<file path="src/rtl/assert_macros.svh">
// Assertion helpers shared by the RTL.
`ifndef ASSERT_MACROS_SVH
`define ASSERT_MACROS_SVH

// Antecedent implies consequent in the same cycle.
`define ASSERT_IMPLY(label, clk, rst_n, a, b) \
    label: assert property (@(posedge clk) disable iff (!rst_n) (a) |-> (b)) \
        else $error("assertion failed");

// Antecedent implies consequent in the next cycle.
`define ASSERT_NEXT(label, clk, rst_n, a, b) \
    label: assert property (@(posedge clk) disable iff (!rst_n) (a) |=> (b)) \
        else $error("assertion failed");

`endif

</file>
<file path="src/rtl/wttq_pkg.sv">
// ----------------------------------------------------------------------------
// wttq_pkg
// Types and codes shared by the wake-time task queue.
// ----------------------------------------------------------------------------
`default_nettype none

package wttq_pkg;

    typedef enum logic [1:0] {
        OP_SCHEDULE = 2'd0,
        OP_POP      = 2'd1,
        OP_TICK     = 2'd2,
        OP_REMOVE   = 2'd3
    } op_t;

    typedef enum logic [2:0] {
        ST_OK          = 3'd0,
        ST_DUPLICATE   = 3'd1,
        ST_PAST        = 3'd2,
        ST_FULL        = 3'd3,
        ST_NOT_FOUND   = 3'd4,
        ST_NOTHING_DUE = 3'd5
    } status_t;

    typedef enum logic [1:0] {
        S_IDLE,
        S_CMP,
        S_EXEC
    } state_t;

    typedef struct packed {
        logic    capture;
        logic    compare;
        logic    insert;
        logic    drop_match;
        logic    drop_head;
        logic    tick;
        logic    load_out;
        logic    give_match;
        logic    give_head;
        status_t status;
    } cmd_t;

    typedef struct packed {
        op_t  op;
        logic dup;
        logic past;
        logic full;
        logic due;
    } flag_t;

endpackage

`default_nettype wire

</file>
<file path="src/rtl/wttq_ctrl.sv">
// ----------------------------------------------------------------------------
// wttq_ctrl
// Sequencer: capture, compare, then execute one operation.
// ----------------------------------------------------------------------------
`default_nettype none

module wttq_ctrl (
    input  wire logic           clk,
    input  wire logic           rst_n,
    input  wire logic           req_valid,
    output logic                req_ready,
    output logic                rsp_valid,
    input  wire logic           rsp_ready,
    input  wire wttq_pkg::flag_t flags,
    output wttq_pkg::cmd_t      cmd
);

    wttq_pkg::state_t state_reg, state_next;
    logic             out_valid_reg, out_valid_next;

    always_ff @(posedge clk or negedge rst_n)
    begin
        if (!rst_n)
        begin
            state_reg     <= wttq_pkg::S_IDLE;
            out_valid_reg <= 1'b0;
        end
        else
        begin
            state_reg     <= state_next;
            out_valid_reg <= out_valid_next;
        end
    end

    assign req_ready = (state_reg == wttq_pkg::S_IDLE);
    assign rsp_valid = out_valid_reg;

    always_comb
    begin
        state_next     = state_reg;
        out_valid_next = out_valid_reg && !rsp_ready;
        cmd            = '0;
        cmd.status     = wttq_pkg::ST_OK;
        unique case (state_reg)
            wttq_pkg::S_IDLE:
            begin
                if (req_valid)
                begin
                    cmd.capture = 1'b1;
                    state_next  = wttq_pkg::S_CMP;
                end
            end
            wttq_pkg::S_CMP:
            begin
                cmd.compare = 1'b1;
                state_next  = wttq_pkg::S_EXEC;
            end
            wttq_pkg::S_EXEC:
            begin
                // wait until the result register is free
                if (!out_valid_reg || rsp_ready)
                begin
                    cmd.load_out   = 1'b1;
                    out_valid_next = 1'b1;
                    state_next     = wttq_pkg::S_IDLE;
                    unique case (flags.op)
                        wttq_pkg::OP_SCHEDULE:
                        begin
                            priority if (flags.dup)
                                cmd.status = wttq_pkg::ST_DUPLICATE;
                            else if (flags.past)
                                cmd.status = wttq_pkg::ST_PAST;
                            else if (flags.full)
                                cmd.status = wttq_pkg::ST_FULL;
                            else
                                cmd.insert = 1'b1;
                        end
                        wttq_pkg::OP_POP:
                        begin
                            if (flags.due)
                            begin
                                cmd.drop_head = 1'b1;
                                cmd.give_head = 1'b1;
                            end
                            else
                                cmd.status = wttq_pkg::ST_NOTHING_DUE;
                        end
                        wttq_pkg::OP_TICK:
                            cmd.tick = 1'b1;
                        wttq_pkg::OP_REMOVE:
                        begin
                            if (flags.dup)
                            begin
                                cmd.drop_match = 1'b1;
                                cmd.give_match = 1'b1;
                            end
                            else
                                cmd.status = wttq_pkg::ST_NOT_FOUND;
                        end
                        default: ;
                    endcase
                end
            end
            default: state_next = wttq_pkg::S_IDLE;
        endcase
    end

endmodule

`default_nettype wire

</file>
<file path="config.mk">
export PLATFORM = sky130hd
export DESIGN_NAME = wttq_ctrl
export DESIGN_NICKNAME = d
export VERILOG_FILES = /design/src/rtl/assert_macros.svh /design/src/rtl/wttq_pkg.sv /design/src/rtl/wttq_ctrl.sv
export SDC_FILE = /design/constraint.sdc
export NUM_CORES = 1
export LEC_CHECK = 0
export BUFFER_PORTS_ARGS = -buffer_cell sky130_fd_sc_hd__clkbuf_2
export CAP_MARGIN = 25
export CORE_AREA = 2 2 39 41
export CTS_CLUSTER_DIAMETER = 30
export CTS_CLUSTER_SIZE = 10
export DETAILED_ROUTE_END_ITERATION = 10
export DIE_AREA = 0 0 41 43
export GPL_ROUTABILITY_DRIVEN = 0
export PLACE_DENSITY_LB_ADDON = 0.1
export SLEW_MARGIN = 15
export SYNTH_ARGS = -nofsm -noshare
export SYNTH_HDL_FRONTEND = slang
export SYNTH_SLANG_ARGS = --single-unit
export TNS_END_PERCENT = 100
</file>
<file path="constraint.sdc">
create_clock -name clk -period 1.3 [get_ports clk]
set_clock_uncertainty 0.15 [all_clocks]
set_input_delay 0.13 -clock clk [delete_from_list [all_inputs] [get_ports clk]]
set_output_delay 0.13 -clock clk [all_outputs]
set_load 0.01 [all_outputs]
</file>
==> reports/qor.csv <==
stage,metric,value,unit
sta,setup_viol,11,
detailed_routing,ant_nets,0,
global_route,grt_use_total,8.936,%
clock_tree,clkSlewWorstSetupHoldPaths,0.04,ns
global_route,first_global_vias,267,
placement,portBuffers,23,
floorplanning,die_area,1763,sq um
setup_path,reg2reg_from,state_reg[0],
clock_tree,htreeDepth,1,
setup_path,path_max_fanout,6,
detailed_routing,vias_per_cell,4.241,
layout,syn_to_final_growth,83.91,%
sta,fin_hold_ws,0.07376,ns
setup_path,cp.required,1.02,ns
layout,insertedDiodeCount,0,
clock_tree,tritoncts,done,
detailed_routing,vias,335,
power_and_ir_drop,switching_power,253.5,uW
setup_path,worstSetupEndpointType,primary output,
sta,rsz0062_at_grt,yes,
synthesis,synth_top_family_by_area,simple AND/OR/NAND/NOR gates,
clock_tree,clk_latency,0.23,ns
layout,drive_gt1_share,73.02,%
setup_path,path_class,reg -> out,
power_and_ir_drop,pwr-share-seq,21.9,%
power_and_ir_drop,p_comb_share,53.4,%
clock_tree,cts.sink_count,3,
global_route,grt_max_degree,7,
synthesis,ys.flop_type,dfrtp_1,
run,cap_violations,0,
synthesis,synth_nets,42,
layout,multiInputGateArea,227.7,sq um
synthesis,synth_top_cell_by_area,dfrtp_1,
placement,dp_hpwl,609.9,um
synthesis,syn_inst,32,
sta,final-hold-violation-count,0,
synthesis,ys_seq_area_share,26.09,%
layout,final_cells,79,
layout,seqCellArea,75.07,sq um
outcome,status,finished with violations,
detailed_routing,drt-total-wl,742,um
setup_path,rr_worst_depth,3,
sta,period_needed,1.533,ns
synthesis,synth_edf_count,0,
sta,final-max-slew-violation-count,0,
detailed_routing,routedWlPerCell,9.392,um
floorplanning,initial_core_util,20.80,%
detailed_routing,drc,0,
clock_tree,cts_root_buf,clkbuf_4,
sta,fmax,652.3,MHz
outcome,violations,setup timing,
synthesis,synth_area_per_cell,8.993,sq um
setup_path,crit_path_start_kind,flop,
sta,relSlewSlack,82.50,%
synthesis,synth-compound-area-share,5.217,%
synthesis,synth.distinct_cells,18,
synthesis,yosys.area_share.adder,0,%
sta,fin_ws,-0.2331,ns
global_route,grt_pass1_wl,1014,um
synthesis,muxShareOfSynthArea,0,%
setup_path,cp.arrival,1.25,ns
power_and_ir_drop,pwr-share-clk,24.7,%
setup_path,r2r_slack,0.22,ns
floorplanning,io_pins,24,
sta,finalCritPeriodShare,117.9,%
sta,tightestPinTransition,0.2603,ns
setup_path,startpoint,state_reg[0],
power_and_ir_drop,p_leak,0.0002821,uW
synthesis,synthTopCellsByArea,"dfrtp_1 26%, nor3b_2 8.7%, buf_4 7.8%",
synthesis,synth.top_cell.area_share,26.09,%
synthesis,yosysWarnings,0,
clock_tree,cts_max_path_buffers,2,
detailed_routing,drt_iter0_markers,2,
min_path,hp-class,in -> async,
floorplanning,dieHeight,43,um
synthesis,synth-simple-area-share,59.57,%
setup_path,crit-reg2reg-capture,state_reg[1],
clock_tree,numCtsBuffers,3,
power_and_ir_drop,switching_share,38.13,%
floorplanning,rows,14,
synthesis,async_flop_share,100.0,%
synthesis,ys_seq_elements,3,
power_and_ir_drop,ir_drop,0.0005672,V
detailed_routing,first_pass_iters,3,
floorplanning,core_area,1384,sq um
global_route,overflow,0,
synthesis,ys_top_cells_by_count,"3 x buf_4, 3 x dfrtp_1, 3 x nand2_1, 3 x nor2_1",
power_and_ir_drop,cellInternalPower,411.3,uW
sta,fin_tns_setup,-2.052,ns
synthesis,synth_area,287.8,sq um
layout,largest_reg_flops,2,
synthesis,synthXorXnorAreaFrac,0,%
layout,final_nets,74,
power_and_ir_drop,p_per_area,1256,nW/um^2
floorplanning,die_w,41,um
global_route,antenna_found_initial,0,
layout,fillCellCount,151,
placement,dp_cells,72,
## layout by cell type (no fill, tap or decap), types with 2 or more instances in the layout
cell type and count:
clkbuf_2 11, dfrtp_1 3, nor3b_2 2, buf_2 12
clkbuf_4 3, nor3_2 2, and2b_2 2, dlygate4sd3_1 2
buf_4 4, nand2_1 3, and2_1 2
## worst max path at each step
| stage | end | cells after the start |
|---|---|---|
| 3_3_place_gp | cmd[9] | 4 |
| 2_1_floorplan | cmd[7] | 4 |
| 6_report | cmd[3] | 4 |
| 3_5_place_dp | cmd[9] | 4 |
| 5_1_grt | cmd[6] | 4 |
| 4_1_cts | cmd[3] | 4 |
## per-stage QoR
step                total power (uW)  setup slack (ns)  utilization [%]  area (sq um)
finish                         664.8           -0.2331            38.25         529.3
global route                   719.8           -0.3140            38.25         529.3
CTS                            671.4           -0.2724            37.70         521.8
detailed placement             445.7          -0.06597            32.10         444.2
global placement               445.7          -0.04105            32.10         444.2
floorplan                      320.2          -0.04601                -         301.5
## area by class of cell
| type | count | area share, % |
|---|---|---|
| flip-flops and latches | 3 | 14.18 |
| inverters | 1 | 0.7092 |
| repair buffers | 30 | 33.33 |
| clock buffers | 4 | 4.965 |
| well taps | 16 | 3.783 |
| multi-input cells | 25 | 43.03 |
## logic make-up after synthesis
logic type / Yosys count
buffers and inverters: 4
AND/OR/NAND/NOR: 23
flip-flops: 3
AO/OA/AOI/OAI: 2
## routing by layer
metal / track usage, % / up-vias / wire (um)
li1: - / 167 / -
met1: 9.968 / 153 / 312
met2: 11.56 / 15 / 354
met3: 4.712 / 0 / 75
met4: 8.000 / 0 / 0
met5: 0 / - / 0
## power by group through the flow
stage               logic, uW  registers [uW]  clock network, uW
detailed placement        307             139                  0
CTS                       356             140                175
finish                    355             146                164
global route              384             149                187
floorplan                 172             148                  0
global placement          308             138                  0
## worst max-delay path, stage by stage, from the launching register on
cell     delay, ns
dfrtp_1       0.36
and2b_2       0.24
nand2_4       0.10
nor3_4        0.17
buf_2         0.15
## repair_timing
| action | in CTS | in global routing |
|---|---|---|
| resized for setup | 6 | 14 |
| buffers inserted | 1 | 1 |
| endpoints found under the setup margin | 13 | 12 |
| hold buffers | 2 | 0 |
| pin swaps | 6 | 4 |
| hold endpoints to repair | 4 | 0 |
Power figures use the tool's default switching activity.
